$ cat src/hw/rtl/dsr_pkg.sv
// Shared types and constants for the disk request scheduler.
package dsr_pkg;

  // Table geometry
  localparam int TABLE_DEPTH = 16;
  localparam int BLOCK_W     = 16;
  localparam int TAG_W       = 8;
  localparam int RANK_W      = $clog2(TABLE_DEPTH);
  localparam int OCC_W       = $clog2(TABLE_DEPTH + 1);
  localparam int TRAVEL_W    = 32;

  // Opcodes
  localparam logic OP_ENQUEUE  = 1'b0;
  localparam logic OP_DISPATCH = 1'b1;

  // Scheduling policies (code 3 behaves as circular scan)
  localparam logic [1:0] POL_FCFS  = 2'd0;
  localparam logic [1:0] POL_SSTF  = 2'd1;
  localparam logic [1:0] POL_CSCAN = 2'd2;

  // Result status codes
  localparam logic [1:0] ST_ACCEPTED   = 2'd0;
  localparam logic [1:0] ST_DISPATCHED = 2'd1;
  localparam logic [1:0] ST_EMPTY      = 2'd2;
  localparam logic [1:0] ST_FULL       = 2'd3;

  // Best candidate handed from cell to cell
  typedef struct packed {
    logic               valid;
    logic [BLOCK_W-1:0] block;
    logic               is_write;
    logic [TAG_W-1:0]   tag;
    logic [RANK_W-1:0]  rank;
    logic [BLOCK_W-1:0] seek;
    logic               above;
  } cand_t;

  // Settings every cell compares against
  typedef struct packed {
    logic [1:0]         policy;
    logic [BLOCK_W-1:0] head;
  } cell_ctl_t;

  // Enqueue write offered down the chain
  typedef struct packed {
    logic               en;
    logic [BLOCK_W-1:0] block;
    logic               is_write;
    logic [TAG_W-1:0]   tag;
    logic [RANK_W-1:0]  rank;
  } cell_wr_t;

  // Removal of the dispatched entry, broadcast by rank
  typedef struct packed {
    logic              en;
    logic [RANK_W-1:0] rank;
  } cell_rmv_t;

endpackage

$ cat src/hw/rtl/dsr_cell.sv
// One table entry plus one stage of the best-candidate compare chain.
module dsr_cell (
  input  logic               clk,
  input  logic               rst_n,
  input  dsr_pkg::cell_ctl_t ctl,
  input  dsr_pkg::cell_wr_t  wr,
  input  dsr_pkg::cell_rmv_t rmv,
  input  logic               taken_in,
  output logic               taken_out,
  input  dsr_pkg::cand_t     cand_in,
  output dsr_pkg::cand_t     cand_out,
  output logic               valid_o
);
  import dsr_pkg::*;

  logic               valid_r;
  logic [BLOCK_W-1:0] block_r;
  logic               is_write_r;
  logic [TAG_W-1:0]   tag_r;
  logic [RANK_W-1:0]  rank_r;
  cand_t              cand_r;
  cand_t              own;
  logic               own_wins;
  logic               write_here;

  // true if entry a beats entry b under the active policy
  function automatic logic beats(input cand_t a, input cand_t b, input logic [1:0] pol);
    logic res;
    res = 1'b0;
    case (pol)
      POL_FCFS: res = a.rank < b.rank;
      POL_SSTF: begin
        if (a.seek != b.seek) res = a.seek < b.seek;
        else                  res = a.rank > b.rank;
      end
      default: begin
        if (a.above != b.above)      res = a.above;
        else if (a.block != b.block) res = a.block < b.block;
        else                         res = a.rank > b.rank;
      end
    endcase
    return res;
  endfunction

  // Own entry seen as a candidate
  always_comb begin
    own.valid    = valid_r;
    own.block    = block_r;
    own.is_write = is_write_r;
    own.tag      = tag_r;
    own.rank     = rank_r;
    own.above    = block_r >= ctl.head;
    own.seek     = (block_r >= ctl.head) ? block_r - ctl.head : ctl.head - block_r;
  end

  assign own_wins   = valid_r && (!cand_in.valid || beats(own, cand_in, ctl.policy));
  assign write_here = wr.en && !taken_in && !valid_r;
  assign taken_out  = taken_in || !valid_r;
  assign cand_out   = cand_r;
  assign valid_o    = valid_r;

  // Compare stage: pass the better of the incoming and own entry
  always_ff @(posedge clk) begin
    if (!rst_n) begin
      cand_r <= '0;
    end else begin
      cand_r <= own_wins ? own : cand_in;
    end
  end

  // Entry valid bit
  always_ff @(posedge clk) begin
    if (!rst_n) begin
      valid_r <= 1'b0;
    end else if (write_here) begin
      valid_r <= 1'b1;
    end else if (rmv.en && valid_r && rank_r == rmv.rank) begin
      valid_r <= 1'b0;
    end
  end

  // Entry payload and arrival rank
  always_ff @(posedge clk) begin
    if (write_here) begin
      block_r    <= wr.block;
      is_write_r <= wr.is_write;
      tag_r      <= wr.tag;
      rank_r     <= wr.rank;
    end else if (rmv.en && valid_r && rank_r > rmv.rank) begin
      rank_r <= rank_r - 1'b1;
    end
  end

endmodule

$ cat src/hw/rtl/disk_request_scheduler_unit.sv
// Top level of the disk request scheduler: control, head and travel state, cell chain.
//
// Usage:
//   Items enter on in_* with start; a transfer happens when start is high and busy low.
//   opcode 0 stores a request in a free table entry; opcode 1 dispatches one entry
//   chosen by the policy in cfg_wdata (written with cfg_we while idle).
//   Each item gives one result on out_* marked by out_valid for one cycle; the
//   receiver cannot stall, so results must be taken when shown.
// Results and throughput:
//   Enqueue, and dispatch from an empty table: result registered and shown in the
//   cycle after the transfer; busy stays low, so one such item per cycle.
//   Dispatch from a non-empty table: busy high through the scan and finish states,
//   and the result is shown as busy falls. The wait is set by the best
//   candidate walking the chain of TABLE_DEPTH compare cells, one cell per cycle,
//   and then by the finish state that retires the winner.
// Reset:
//   rst_n low clears the valid bits, occupancy, head position, travel sum and
//   selects first come first served. Entry payloads are not cleared.
module disk_request_scheduler_unit (
  input  logic                        clk,
  input  logic                        rst_n,
  input  logic                        start,
  output logic                        busy,
  input  logic                        in_opcode,
  input  logic [dsr_pkg::BLOCK_W-1:0] in_request_block,
  input  logic                        in_request_is_write,
  input  logic [dsr_pkg::TAG_W-1:0]   in_request_tag,
  input  logic                        cfg_we,
  input  logic [1:0]                  cfg_wdata,
  output logic                        out_valid,
  output logic [1:0]                  out_status,
  output logic [dsr_pkg::BLOCK_W-1:0] out_block,
  output logic                        out_is_write,
  output logic [dsr_pkg::TAG_W-1:0]   out_tag,
  output logic [dsr_pkg::BLOCK_W-1:0] out_seek_distance,
  output logic [dsr_pkg::TRAVEL_W-1:0] out_total_travel
);
  import dsr_pkg::*;

  typedef enum logic [2:0] {
    S_IDLE   = 3'b001,
    S_SCAN   = 3'b010,
    S_FINISH = 3'b100
  } state_t;

  state_t               state_r, state_nxt;
  logic [RANK_W-1:0]    cnt_r, cnt_nxt;
  logic [OCC_W-1:0]     occ_r, occ_nxt;
  logic [BLOCK_W-1:0]   head_r, head_nxt;
  logic [TRAVEL_W-1:0]  travel_r, travel_nxt;
  logic [1:0]           policy_r;

  logic                 out_valid_r, out_valid_nxt;
  logic [1:0]           out_status_r, out_status_nxt;
  logic [BLOCK_W-1:0]   out_block_r, out_block_nxt;
  logic                 out_is_write_r, out_is_write_nxt;
  logic [TAG_W-1:0]     out_tag_r, out_tag_nxt;
  logic [BLOCK_W-1:0]   out_seek_r, out_seek_nxt;
  logic [TRAVEL_W-1:0]  out_travel_r, out_travel_nxt;

  cell_ctl_t            ctl;
  cell_wr_t             wr;
  cell_rmv_t            rmv;
  cand_t                cand_w [TABLE_DEPTH];
  cand_t                best;
  logic [TABLE_DEPTH:0] taken_w;
  logic [TABLE_DEPTH-1:0] valid_w;
  logic                 accept;
  logic [TRAVEL_W:0]    sum_w;

  assign accept = start && !busy;
  assign busy   = (state_r != S_IDLE);
  assign best   = cand_w[TABLE_DEPTH-1];
  assign sum_w  = {1'b0, travel_r} + (TRAVEL_W+1)'(best.seek);

  assign ctl.policy = policy_r;
  assign ctl.head   = head_r;

  // Cell chain
  assign taken_w[0] = 1'b0;
  for (genvar i = 0; i < TABLE_DEPTH; i++) begin : g_cell
    cand_t cin;
    if (i == 0) begin : g_first
      assign cin = '0;
    end else begin : g_rest
      assign cin = cand_w[i-1];
    end
    dsr_cell u_cell (
      .clk       (clk),
      .rst_n     (rst_n),
      .ctl       (ctl),
      .wr        (wr),
      .rmv       (rmv),
      .taken_in  (taken_w[i]),
      .taken_out (taken_w[i+1]),
      .cand_in   (cin),
      .cand_out  (cand_w[i]),
      .valid_o   (valid_w[i])
    );
  end

  // Control and result formation
  always_comb begin
    state_nxt        = state_r;
    cnt_nxt          = cnt_r;
    occ_nxt          = occ_r;
    head_nxt         = head_r;
    travel_nxt       = travel_r;
    out_valid_nxt    = 1'b0;
    out_status_nxt   = out_status_r;
    out_block_nxt    = out_block_r;
    out_is_write_nxt = out_is_write_r;
    out_tag_nxt      = out_tag_r;
    out_seek_nxt     = out_seek_r;
    out_travel_nxt   = out_travel_r;
    wr.en            = 1'b0;
    wr.block         = in_request_block;
    wr.is_write      = in_request_is_write;
    wr.tag           = in_request_tag;
    wr.rank          = occ_r[RANK_W-1:0];
    rmv.en           = 1'b0;
    rmv.rank         = best.rank;

    unique case (state_r)
      S_IDLE: begin
        if (accept) begin
          out_block_nxt    = '0;
          out_is_write_nxt = 1'b0;
          out_tag_nxt      = '0;
          out_seek_nxt     = '0;
          out_travel_nxt   = travel_r;
          if (in_opcode == OP_ENQUEUE) begin
            out_valid_nxt = 1'b1;
            if (occ_r < OCC_W'(TABLE_DEPTH)) begin
              wr.en          = 1'b1;
              occ_nxt        = occ_r + 1'b1;
              out_status_nxt = ST_ACCEPTED;
            end else begin
              out_status_nxt = ST_FULL;
            end
          end else if (occ_r == '0) begin
            out_valid_nxt  = 1'b1;
            out_status_nxt = ST_EMPTY;
          end else begin
            state_nxt = S_SCAN;
            cnt_nxt   = '0;
          end
        end
      end
      S_SCAN: begin
        cnt_nxt = cnt_r + 1'b1;
        if (cnt_r == RANK_W'(TABLE_DEPTH - 1)) begin
          state_nxt = S_FINISH;
        end
      end
      S_FINISH: begin
        rmv.en           = 1'b1;
        occ_nxt          = occ_r - 1'b1;
        head_nxt         = best.block;
        travel_nxt       = sum_w[TRAVEL_W] ? '1 : sum_w[TRAVEL_W-1:0];
        out_valid_nxt    = 1'b1;
        out_status_nxt   = ST_DISPATCHED;
        out_block_nxt    = best.block;
        out_is_write_nxt = best.is_write;
        out_tag_nxt      = best.tag;
        out_seek_nxt     = best.seek;
        out_travel_nxt   = sum_w[TRAVEL_W] ? '1 : sum_w[TRAVEL_W-1:0];
        state_nxt        = S_IDLE;
      end
      default: state_nxt = S_IDLE;
    endcase
  end

  // Control registers
  always_ff @(posedge clk) begin
    if (!rst_n) begin
      state_r     <= S_IDLE;
      cnt_r       <= '0;
      occ_r       <= '0;
      head_r      <= '0;
      travel_r    <= '0;
      policy_r    <= POL_FCFS;
      out_valid_r <= 1'b0;
    end else begin
      state_r     <= state_nxt;
      cnt_r       <= cnt_nxt;
      occ_r       <= occ_nxt;
      head_r      <= head_nxt;
      travel_r    <= travel_nxt;
      out_valid_r <= out_valid_nxt;
      if (cfg_we) begin
        policy_r <= cfg_wdata;
      end
    end
  end

  // Result payload registers
  always_ff @(posedge clk) begin
    out_status_r   <= out_status_nxt;
    out_block_r    <= out_block_nxt;
    out_is_write_r <= out_is_write_nxt;
    out_tag_r      <= out_tag_nxt;
    out_seek_r     <= out_seek_nxt;
    out_travel_r   <= out_travel_nxt;
  end

  assign out_valid         = out_valid_r;
  assign out_status        = out_status_r;
  assign out_block         = out_block_r;
  assign out_is_write      = out_is_write_r;
  assign out_tag           = out_tag_r;
  assign out_seek_distance = out_seek_r;
  assign out_total_travel  = out_travel_r;

  // Occupancy tracks the valid map
  a_occ_matches: assert property (@(posedge clk) disable iff (!rst_n)
    $countones(valid_w) == 32'(occ_r))
    else $error("occupancy does not match valid entries");

  // Occupancy never exceeds the table
  a_occ_bound: assert property (@(posedge clk) disable iff (!rst_n)
    occ_r <= OCC_W'(TABLE_DEPTH))
    else $error("occupancy above table depth");

  // Retiring a scan always reports a dispatch of a valid candidate
  a_finish_result: assert property (@(posedge clk) disable iff (!rst_n)
    state_r == S_FINISH |-> best.valid ##1 (out_valid && out_status == ST_DISPATCHED))
    else $error("scan finished without a dispatch result");

  // Dispatch on an empty table answers at once
  a_empty_answer: assert property (@(posedge clk) disable iff (!rst_n)
    (accept && in_opcode == OP_DISPATCH && occ_r == '0) |=>
      (out_valid && out_status == ST_EMPTY && !busy))
    else $error("empty dispatch not answered");

endmodule

$ cat config.mk
export PLATFORM = sky130hd
export DESIGN_NAME = disk_request_scheduler_unit
export DESIGN_NICKNAME = d
export VERILOG_FILES = /design/src/hw/rtl/dsr_pkg.sv /design/src/hw/rtl/dsr_cell.sv /design/src/hw/rtl/disk_request_scheduler_unit.sv
export SDC_FILE = /design/constraint.sdc
export NUM_CORES = 2
export LEC_CHECK = 0
export BUFFER_PORTS_ARGS = -buffer_cell sky130_fd_sc_hd__buf_2
export CAP_MARGIN = 20
export CORE_AREA = 2 2 514 516
export CTS_CLUSTER_SIZE = 28
export DETAILED_ROUTE_END_ITERATION = 12
export DIE_AREA = 0 0 516 518
export PLACE_DENSITY = 0.6
export SYNTH_ARGS = -nofsm -noshare
export SYNTH_HDL_FRONTEND = slang
export SYNTH_HIERARCHICAL = 1
export SYNTH_SLANG_ARGS = --single-unit
$ cat constraint.sdc
create_clock -name clk -period 17 [get_ports clk]
set_input_delay 3.4 -clock clk [delete_from_list [all_inputs] [get_ports clk]]
set_output_delay 3.4 -clock clk [all_outputs]
set_load 0.005 [all_outputs]
==> summary.txt <==
Critical path
  • Startpoint types: flop
  • WS Path Type: reg2reg
  • Reg2reg end: g_cell[1].u_cell/cand_out[4]
  • R2R cell count: 22
  • Worst path max stage delay: 0.74 ns
  • Crit. End Element: flop
  • Cell mode on critical path: buf_4
  • Critical Path RT: 17.69 ns
  • Critical path endpoint: g_cell[1].u_cell/cand_out[4]
  • Critical path's slowest cell: buf_4
  • Top delay family on crit path: compound AO/OA/AOI/OAI gates
  • Reg2reg start: head_r[9]
  • CP startpoint: head_r[9]
  • Critical path peak fanout: between 40 and 50
  • CP Buf/Inv Count: 5
  • FF-to-FF setup slack: 9.48 ns
  • Crit-path cells: buf_4, buf_4, buf_4, inv_1, ha_1, a21oi_1, o221ai_1, a21o_1, a21oi_2, o311a_1, o211ai_1, a21o_1, and2_1, ha_1, nand4_1, o41ai_1, a41o_1, a21oi_1, a311oi_4, buf_4, mux2i_1, nor2b_1
  • CP Depth: 22
  • Arr. time, crit path: 8.22 ns

Final layout
  • Final nets: about 11000
  • Final core occ: 39.4%
  • Layout cells sized above 1: 7.60%
  • Area growth syn-to-layout: 9.88%

Timing
  • Period utilisation layout: between 40% and 50%
  • Fmax: about 130 MHz
  • RSZ-0062 raised after global routing: false
  • Max_slew headroom: between 20% and 30%
  • Final Skew: between 0.03 and 0.04 ns
  • Fin. Hold Viols: 0
  • Tmin final: 7.52 ns
  • Worst slew pin tran: ~1.2 ns
  • Slew Limit Fails: 0
  • TNS Setup: 0 ns
  • Endpoints failing setup: 0

GRT
  • First-pass GRT wire length: 473000 um
  • Vias in the first global route: 73000
  • Total global routing track utilization: 23.3%
  • Grt total ovfl: 0
  • Antenna violations before repair: 27
  • Pin count of the biggest net entering global routing: slightly below 200

Outcome
  • Outcome: complete, no violations

Place
  • Port Buf Inserts: 108
  • Placer Congestion: 0.961
  • Detail Placement HPWL: around 240000 um

Hold path
  • Hold Path Origin: g_cell[6].u_cell/cand_out[13]
  • Worst Hold Class: reg2reg

Floorplan
  • Ports: 109
  • Die width: ~520 um
  • Core Box Area: 0.262 mm2
  • Initial Util: 35.9%
  • Die area: around 0.27 mm2
  • DIE HEIGHT: just over 500 um
  • FP Rows: between 150 and 200

Drt
  • DR top layer: met5
  • Total vias in the final route: 75600
  • WL met2: 143000 um
  • Initial DRC Count: 7119
  • DRC viols: 0
  • Pre-antenna DRT Iters: 6
  • Routed Antenna Nets: 0
  • Via density: 5.48
  • Wire per inst: 23.3 um
  • Met1 wire length: roughly 150000 um
  • DR WL met3: 21800 um
  • Final WL: between 300000 and 400000 um

Power
  • Worst vdd ir: 103 uV
  • Pwr dens: 70.9 mW/mm2
  • Lkg Pwr: 41.9 nW

Job
  • Max-cap violations: 0

Clock tree
  • CTS tree: built
  • Clk_lat worst skew: 0.81 ns
  • Max clock buf depth: 3
  • Clock sink count: approximately 1400
  • Setup bufs post-CTS: 0
  • Clock slew at reported path FFs: 0.06 ns
  • Hold Buf Count CTS: 0
  • CTS HTree Levels: 4
  • Post_cts resized: 0
  • CTS root buffer: clkbuf_16
  • CTS buffer count: roughly 160

Synthesis
  • YS warnings: 6
  • Cells after synthesis: 10100
  • Synthesized area: 0.0939 mm2
  • Synthesized area per cell: approximately 9.3 um2
registers in the layout, summed over array words and instances (netlist names), 3 cells and up:
register,count
cnt_r,4
g_cell.u_cell/block_r,256
g_cell.u_cell/cand_out,750
g_cell.u_cell/is_write_r,16
g_cell.u_cell/rank_r,64
g_cell.u_cell/tag_r,128
g_cell.u_cell/valid_o,16
head_r,16
occ_r,5
out_block,16
out_seek_distance,16
out_tag,8
out_total_travel,32
state_r,3
travel_r,32
tightest hold or removal path, delay by kind of cell, from the launching register on:
family / cells / cell delay [ns]
AOI/OAI and AO/OA: 1 / 0.06
DFF: 1 / 0.32
and+or+nand+nor: 1 / 0.06
per-stage QoR:
step,hold WS (ns),instance area (um2),instances,setup WS [ns],total power [W]
after floorplan,0.428,94200,10100,9.80,0.00369
after global placement,0.460,97700,13500,9.57,0.00384
after detailed placement,0.454,97700,13500,9.57,0.00384
after CTS,0.462,103000,13800,9.58,0.00738
after global routing,0.486,103000,13800,9.27,0.00753
final,0.457,103000,13800,9.48,0.00731
layout make-up:
class	count	area, um2
inverters	1323	4970
multi-input cells	7076	54200
fillers	26100	158000
diodes	25	62.6
well taps	3515	4400
repair buffers	210	1330
clock buffers	214	4450
flip-flops and latches	1368	32800
clock inverters	78	941
metal layers:
| layer | vias to the layer above | global-route usage (%) |
|---|---|---|
| met3 | 501 | 3.24 |
| met4 | 8 | 7.26 |
| li1 | 35600 | - |
| met1 | 36800 | 32.6 |
| met2 | 2743 | 36.7 |
| met5 | - | 0 |
how the worst min path moves through the flow:
stage                                     endpoint  slack (ns)  cells after the start
CTS                  g_cell[7].u_cell/cand_out[13]        0.46                      2
finish               g_cell[7].u_cell/cand_out[13]        0.46                      2
floorplan           g_cell[10].u_cell/cand_out[46]        0.43                      1
global placement    g_cell[12].u_cell/cand_out[21]        0.46                      2
global route         g_cell[7].u_cell/cand_out[13]        0.49                      2
detailed placement   g_cell[9].u_cell/cand_out[28]        0.45                      2
power by group:
part | leakage, nW | internal, W | switching (W)
clock | 2.62 | 0.00207 | 0.00147
combinational | 27.6 | 0.0000925 | 0.000210
sequential | 11.7 | 0.00344 | 0.0000313
layout by cell type, fill, tap and decap left out, types with 86 or more instances in the layout:
cell type and n:
nor2b_1 308, nand2_1 535, a21oi_1 602, o21ai_0 346
buf_4 100, xor2_1 124, mux2i_1 710, inv_1 1321
nand3_1 160, edfxtp_1 539, ha_1 1172, conb_1 87
nand2b_1 98, a211oi_1 95, and2_1 86, xnor2_1 124
nor2_1 734, a21o_1 294, nand4_1 187, nor3_1 124
clkbuf_16 165, dfxtp_1 808, buf_2 107, o21a_1 106
No activity file was read; power rests on OpenSTA's default activity.
